[config.mk]
export PLATFORM = sky130hd
export DESIGN_NAME = sorted_array_priority_queue_unit
export DESIGN_NICKNAME = d
export VERILOG_FILES = /design/src/hw/rtl/sapq_pkg.sv /design/src/hw/rtl/sapq_ctrl.sv /design/src/hw/rtl/sapq_dp.sv /design/src/hw/rtl/sorted_array_priority_queue_unit.sv
export SDC_FILE = /design/constraint.sdc
export NUM_CORES = 2
export LEC_CHECK = 0
export BUFFER_PORTS_ARGS = -buffer_cell sky130_fd_sc_hd__buf_4
export CAP_MARGIN = 30
export CORE_MARGIN = 3
export CORE_UTILIZATION = 45
export DETAILED_ROUTE_END_ITERATION = 8
export GPL_TIMING_DRIVEN = 0
export PLACE_DENSITY = 0.67
export SLEW_MARGIN = 20
export SYNTH_ARGS = -nofsm -noshare
export SYNTH_HDL_FRONTEND = slang
export SYNTH_SLANG_ARGS = --single-unit
[constraint.sdc]
create_clock -name clk -period 4.91 [get_ports clk]
set_input_delay 0.982 -clock clk [delete_from_list [all_inputs] [get_ports clk]]
set_output_delay 0.982 -clock clk [all_outputs]
set_load 0.005 [all_outputs]
[src/hw/rtl/sapq_pkg.sv]
// shared types and constants for the sorted array priority queue
// no dependencies

package sapq_pkg;

	localparam int CAPACITY  = 16;
	localparam int KEY_WIDTH = 32;
	localparam int CNT_W     = $clog2(CAPACITY + 1);

	// operation codes carried by func
	localparam logic FUNC_INSERT = 1'b0;
	localparam logic FUNC_REMOVE = 1'b1;

	// controller to datapath
	typedef struct packed {
		logic load;     // take an input beat and register its result
		logic do_ins;   // insert key into the sorted cells
		logic do_rem;   // drop the front cell
		logic acc;      // operation accepted
	} sapq_cmd_t;

	// datapath to controller
	typedef struct packed {
		logic full;
		logic empty;
	} sapq_stat_t;

endpackage

[src/hw/rtl/sapq_ctrl.sv]
// controller: handshakes, accept decision and result-pending state
// depends on sapq_pkg

module sapq_ctrl import sapq_pkg::*; (
	input  logic       clk,
	input  logic       arst_n,
	input  logic       in_valid,
	output logic       in_ready,
	input  logic       func,
	output logic       out_valid,
	input  logic       out_ready,
	input  sapq_stat_t stat,
	output sapq_cmd_t  cmd
);

	typedef enum logic {
		ST_EMPTY,
		ST_HOLD
	} state_t;

	state_t state_q;
	logic   beat;

	// output register frees on the same edge it is taken
	assign in_ready = (state_q == ST_EMPTY) || out_ready;
	assign beat     = in_valid && in_ready;

	always_comb begin
		cmd        = '0;
		cmd.load   = beat;
		cmd.do_ins = beat && (func == FUNC_INSERT) && !stat.full;
		cmd.do_rem = beat && (func == FUNC_REMOVE) && !stat.empty;
		cmd.acc    = cmd.do_ins || cmd.do_rem;
	end

	always_ff @(posedge clk or negedge arst_n) begin
		if (!arst_n) begin
			state_q <= ST_EMPTY;
		end else begin
			case (state_q)
				ST_EMPTY: begin
					if (beat) state_q <= ST_HOLD;
				end
				ST_HOLD: begin
					if (out_ready && !beat) state_q <= ST_EMPTY;
				end
				default: state_q <= ST_EMPTY;
			endcase
		end
	end

	assign out_valid = (state_q == ST_HOLD);

endmodule

[src/hw/rtl/sapq_dp.sv]
// datapath: row of compare-and-shift cells, entry count and result registers
// depends on sapq_pkg

module sapq_dp import sapq_pkg::*; (
	input  logic                 clk,
	input  logic                 arst_n,
	input  sapq_cmd_t            cmd,
	input  logic [31:0]          key_in,
	output sapq_stat_t           stat,
	output logic                 accepted,
	output logic [31:0]          front_key,
	output logic                 not_empty,
	output logic [CNT_W-1:0]     entry_count
);

	logic [KEY_WIDTH-1:0] cell_q [CAPACITY];
	logic [KEY_WIDTH-1:0] cell_nxt [CAPACITY];
	logic [CAPACITY-1:0]  ge;
	logic [CNT_W-1:0]     count_q;
	logic [CNT_W-1:0]     count_nxt;
	logic [KEY_WIDTH-1:0] key;

	assign key        = key_in[KEY_WIDTH-1:0];
	assign stat.full  = (count_q == CNT_W'(CAPACITY));
	assign stat.empty = (count_q == '0);

	// cell holds a key that stays ahead of the new one
	always_comb begin
		for (int i = 0; i < CAPACITY; i++) begin
			ge[i] = (CNT_W'(i) < count_q) && (cell_q[i] >= key);
		end
	end

	always_comb begin
		for (int i = 0; i < CAPACITY; i++) begin
			cell_nxt[i] = cell_q[i];
			if (cmd.do_ins && !ge[i]) begin
				if (i == 0) cell_nxt[i] = key;
				else if (ge[i-1]) cell_nxt[i] = key;
				else cell_nxt[i] = cell_q[i-1];
			end else if (cmd.do_rem && (i < CAPACITY - 1)) begin
				cell_nxt[i] = cell_q[i+1];
			end
		end
		count_nxt = count_q;
		if (cmd.do_ins) count_nxt = count_q + 1'b1;
		else if (cmd.do_rem) count_nxt = count_q - 1'b1;
	end

	always_ff @(posedge clk or negedge arst_n) begin
		if (!arst_n) begin
			count_q <= '0;
		end else begin
			count_q <= count_nxt;
		end
	end

	always_ff @(posedge clk) begin
		for (int i = 0; i < CAPACITY; i++) begin
			cell_q[i] <= cell_nxt[i];
		end
		if (cmd.load) begin
			accepted    <= cmd.acc;
			not_empty   <= (count_nxt != '0);
			entry_count <= count_nxt;
			front_key   <= (count_nxt != '0) ? 32'(cell_nxt[0]) : '0;
		end
	end

endmodule

[src/hw/rtl/sorted_array_priority_queue_unit.sv]
// Bounded max-priority queue of 16 keys of 32 bits, kept sorted in a row of
// compare-and-shift cells with the front key always in the first cell. Every
// input beat (func 0 insert, 1 remove front) is applied to the cells and
// gives one result beat: accepted, front key, non-empty flag and entry count
// after the operation. One item per clock is sustained while out_ready is
// high; the result waits in an output register, and a new input beat is taken
// on the edge the result beat leaves. Equal keys leave in arrival order.
// depends on sapq_pkg, sapq_ctrl, sapq_dp

module sorted_array_priority_queue_unit import sapq_pkg::*; (
	input  logic             clk,
	input  logic             arst_n,
	input  logic             in_valid,
	output logic             in_ready,
	input  logic             func,
	input  logic [31:0]      key_in,
	output logic             out_valid,
	input  logic             out_ready,
	output logic             accepted,
	output logic [31:0]      front_key,
	output logic             not_empty,
	output logic [CNT_W-1:0] entry_count
);

	sapq_cmd_t  cmd;
	sapq_stat_t stat;

	sapq_ctrl u_ctrl (
		.clk       (clk),
		.arst_n    (arst_n),
		.in_valid  (in_valid),
		.in_ready  (in_ready),
		.func      (func),
		.out_valid (out_valid),
		.out_ready (out_ready),
		.stat      (stat),
		.cmd       (cmd)
	);

	sapq_dp u_dp (
		.clk         (clk),
		.arst_n      (arst_n),
		.cmd         (cmd),
		.key_in      (key_in),
		.stat        (stat),
		.accepted    (accepted),
		.front_key   (front_key),
		.not_empty   (not_empty),
		.entry_count (entry_count)
	);

	a_count_range: assert property (@(posedge clk) disable iff (!arst_n)
		out_valid |-> (entry_count <= CNT_W'(CAPACITY)))
		else $error("entry count beyond capacity");

	a_flag_matches: assert property (@(posedge clk) disable iff (!arst_n)
		out_valid |-> (not_empty == (entry_count != '0)))
		else $error("non-empty flag disagrees with count");

	a_no_overrun: assert property (@(posedge clk) disable iff (!arst_n)
		(out_valid && !out_ready) |-> !in_ready)
		else $error("input taken while result stalled");

	a_beat_gives_result: assert property (@(posedge clk) disable iff (!arst_n)
		(in_valid && in_ready) |=> out_valid)
		else $error("input beat without result");

endmodule
After elaboration in Yosys (flattened, before gate mapping)
Memory sizes are Yosys's and may differ from the RTL's.
Cells that the tools add are included.

storage, ports and cells
  register bits after elaboration = 45
  output and inout port bits = 41
  bits in latches = 0
  memory bits (read-only) = 0
  RAM bits = 512
  memories = 1

memory list
  memory       depth  bits a word  rd ports  clocked after Yosys merged registers in  wr ports  line           source
  u_dp.cell_q  16     32           16        0                                        16        sapq_dp.sv:16  logic [KEY_WIDTH-1:0] cell_q [CAPACITY];

cells by class
  shifts and indexed selects = 0
  bitwise gates (word level) = 2
  reduce and logical (&&, ||, !) cells = 61
  $add $sub $neg = 2
  multipliers = 0
  order comparisons = 32
  equal/unequal tests = 1
  multiplexer cells = 51
  div/mod/pow operators = 0

operator list
  operator               number
  $mux W32               46
  $ge A32 B32 Y1         16
  $lt A4 B5 Y1 const A   8
  $logic_and A1 B1 Y1    38
  $lt A3 B5 Y1 const A   4
  $logic_not A1 Y1       19
  $lt A1 B5 Y1 const A   2
  $lt A2 B5 Y1 const A   2
  $mux W5                2
  $add A5 B1 Y5 const B  1
  $eq A5 B5 Y1 const B   1
  $logic_not A5 Y1       1
  $reduce_bool A5 Y1     1
  $sub A5 B1 Y5 const B  1
  $logic_or A1 B1 Y1     2
  $mux W1                2
  $not A1 Y1             2
  $pmux W1 S2            1

Longest topological paths before layout
  depth after elaboration = 8
  gate-level depth with buffers = 13
  depth with buffers taken out = 10

Hierarchy
A second synthesis with hierarchy kept.

second synthesis, totals
  cells, all modules = 3722
  area, all modules = 39384.0 µm²

modules (own cells, without submodules)
  module     cells an instance  area an instance (µm²)  seq. area each (µm²)  times used
  sapq_dp    3712               39287.7                 16350.7               1
  sapq_ctrl  10                 96.3                    25.0                  1

Worst setup path before layout
OpenSTA, ideal clock, no wires.

  kind = input -> register
  from = in key_in[13]
  to = mem u_dp.cell_q[8][0] (netlist: u_dp.cell_q[1][0]) (enable)
  setup time = 0.466 ns
  required time = 4.444 ns
  cell stages on the path = 9
  setup slack = -0.908 ns
  path buffers = 1
  arrival = 5.352 ns
  cells stage by stage = inv_1 > ha_1 > a21o_1 > a21oi_1 > or4b_2 > a21oi_2 > nand2_2 > buf_6 > o21ai_0

RTL lines
  item             line                                    source
  start, declared  sorted_array_priority_queue_unit.sv:16  input logic [31:0] key_in,
  end, declared    sapq_dp.sv:16

==> results.toml <==
[power_and_ir_drop]
ir_drop_v = 0.000254
seqPwrFrac = 0.382
swShare = 0.366
p_switching_w = 0.00697
leakage_nw = 18.4
p_clk_frac = 0.255
p_int_w = 0.0121
cellPowerDensity_mw_per_mm2 = 436
p_comb_frac = 0.362

[setup_path]
cp_cell_sequence = "buf_4 -> clkinvlp_4 -> ha_1 -> a221oi_1 -> o211ai_1 -> nor4_1 -> o31a_1 -> buf_2 -> and2_1 -> clkbuf_1 -> buf_2 -> or2_2"
cp_slowest_cell = "nor4_1"
crit_path_max_fanout = 19
critPathMostFrequentCell = "buf_2"
crit_arrival_ns = 5.10
max_stage_delay_ns = 0.58
worstPathRequired_ns = 5.17
critPathLaunchType = "input pin"
critPathCaptureType = "flop"
path_class = "in2reg"

[sta]
whs_ns = 0.177
fin_tns_setup_ns = 0
finClkSkew_ns = 0.0258
slew_violations = 0
period_share = 0.986
fin_ws_ns = 0.0705
final.min_clock_period_ns = 4.84
finalSetupViolations = 0
worst_pin_slew_ns = 1.06
rsz0062_at_grt = "no"
hold_viol = 0
clock.fmax_mhz = 207
slew-limit-headroom = 0.295

[routing]
wl_per_cell_um = 22.3
routed_wl_um = 118000
drc_errors = 0
drt_iter0_markers = 2533
dr.pass1.iters = 8
viasPerCell = 6.00
vias = 31600
ant_nets = 0

[clock_tree]
cts_sinks = 557
cts_tree = "built"
cts_buffer_depth = 3
worstSkewPairLatency_ns = 0.62
cts_hold_buf = 0
cts_buffers = 67
clkTransAtPathRegs_ns = 0.06
clock-root-buffer = "clkbuf_16"
htree_num_levels = 3

[flow_run]
maxCapViolations = 0

[outcome]
status = "completed"

[final_layout]
final_nets = 4630
drive_gt1_frac = 0.0793
mostFrequentLayoutCells = "a21oi_1 (556), edfxtp_1 (519), ha_1 (515)"
fillers = 7947
area_growth_syn_to_layout_pct = 11.5
layout_commonest_cell = "a21oi_1"
final_util = 0.510

[yosys]
syn_nets = 4464
seq_area_frac_synth = 0.418
syn_inst = 3912
synth.distinct_cells = 69
yosysWarnings = 0
ys_ff_latch = 557
synthFlopType = "edfxtp_1"
synth_edf_count = 519
synthArstFlopShare = 0.0108
synth.avg_cell_area_um2 = 10.0
syn-cell-area_mm2 = 0.0391

[floorplanning]
die_y_um = 301
dieArea_mm2 = 0.0906
core-area_mm2 = 0.0857
rows = 107
start_util = 0.457
fp.dieW_um = 301
pin_count = 78

[place]
gp_congestion = 0.942
io_buffers = 77
post-dp-hpwl_um = 95200
dpl_worst_slack_ns = -0.993

[global_routing]
grt_pass1_wl_um = 177000
overflow = 0
grt_max_degree = 34
antenna_found_initial = 1
grt_pass1_vias = 30800
grt_use_total = 0.254

[min_path]
hp-class = "in2async"
==> through the flow <==
stage,cell area (µm²),cells,total power (W)
4_1_cts,43500,5257,0.0190
3_3_place_gp,41200,5133,0.0139
2_1_floorplan,39200,3912,0.0120
3_5_place_dp,41300,5140,0.0141
5_1_grt,43700,5270,0.0201
6_report,43700,5270,0.0191
==> worst max-delay path, delay by kind of cell <==
family | cells | cell delay, ns
AO/OA/AOI/OAI | 3 | 0.71
adder cells (fa/ha/maj) | 1 | 0.51
AND/OR/NAND/NOR | 3 | 1.23
buffers and inverters | 5 | 1.64
==> cells in the mapped netlist (10+ instances only) <==
cell	instances	area, µm²
inv_1	62	233
or2_2	10	62.6
o21ai_0	229	1150
dfxtp_1	32	641
mux2i_1	324	3240
nand3_1	30	150
a21oi_1	556	2780
clkbuf_1	182	683
nand2_1	408	1530
edfxtp_1	519	15600
mux2_2	56	631
buf_2	34	170
and4_1	16	140
a211oi_1	25	188
a221oi_1	10	87.6
a31oi_1	71	444
mux2_1	33	372
nor3_1	18	90.1
nor4_1	12	75.1
buf_1	13	48.8
ha_1	515	6440
nand2b_1	19	119
nand4_1	65	407
a311oi_1	34	298
a21o_1	142	1070
nor2b_1	13	81.3
nor2_1	372	1400
==> flip-flops by register name (all words and copies together) (netlist names) <==
signal	flops
u_ctrl.out_valid	1
u_dp.accepted	1
u_dp.cell_q	512
u_dp.count_q	5
u_dp.entry_count	5
u_dp.front_key	32
u_dp.not_empty	1
==> cells by family after synthesis <==
kind of cell / after synthesis / synth area share
adder cells (fa/ha/maj): 515 / 0.165
AO/OA/AOI/OAI: 1139 / 0.169
multiplexers: 413 / 0.108
flip-flops: 557 / 0.418
AND/OR/NAND/NOR: 987 / 0.108
buffers and inverters: 298 / 0.0306
XOR/XNOR: 3 / 0.000671
==> path summary, 6_finish.rpt <==
path | endpoint | cells after the start | slack [ns] | from
setup reg to reg | u_dp.cell_q[0][73] | 10 | 0.36 | u_dp.count_q[2]
hold reg to reg | u_dp.cell_q[0][232] | 2 | 0.59 | u_dp.cell_q[1][8]
hold / removal | u_dp.count_q[1] | 1 | 0.18 | arst_n
setup / recovery | u_dp.cell_q[0][93] | 12 | 0.07 | key_in[19]
max in group asynchronous | u_dp.count_q[2] | 1 | 4.62 | arst_n
min in group clk | u_dp.cell_q[0][232] | 2 | 0.59 | u_dp.cell_q[1][8]
==> area by class of cell <==
cell class | instances | area [µm²] | area share
diodes | 1 | 2.50 | 0.0000573
plain buffers | 236 | 971 | 0.0222
clock buffers | 105 | 2010 | 0.0460
clock inverters | 11 | 76.3 | 0.00175
inverters | 62 | 278 | 0.00636
multi-input cells | 3058 | 21700 | 0.497
flip-flops and latches | 557 | 16400 | 0.375
well taps | 1144 | 1430 | 0.0328
repair buffers | 96 | 823 | 0.0189
==> repair_timing <==
item / in CTS / in global routing
setup endpoints to repair: 186 / 281
buffers inserted: 0 / 11
gates cloned: 1 / 0
gates resized for setup: 16 / 15
==> per-layer routing <==
metal | GRT usage | wire [µm]
met1 | 0.336 | 51000
met2 | 0.416 | 53500
met3 | 0.0322 | 7770
met4 | 0.112 | 5330
met5 | 0 | 0
==> power groups by stage <==
stage | registers [W] | clock network, W | logic, W
3_5_place_dp | 0.00733 | 0 | 0.00677
4_1_cts | 0.00724 | 0.00491 | 0.00681
6_report | 0.00728 | 0.00486 | 0.00690
2_1_floorplan | 0.00705 | 0 | 0.00491
3_3_place_gp | 0.00732 | 0 | 0.00655
5_1_grt | 0.00737 | 0.00508 | 0.00768
(Power assumes the default switching activity.)
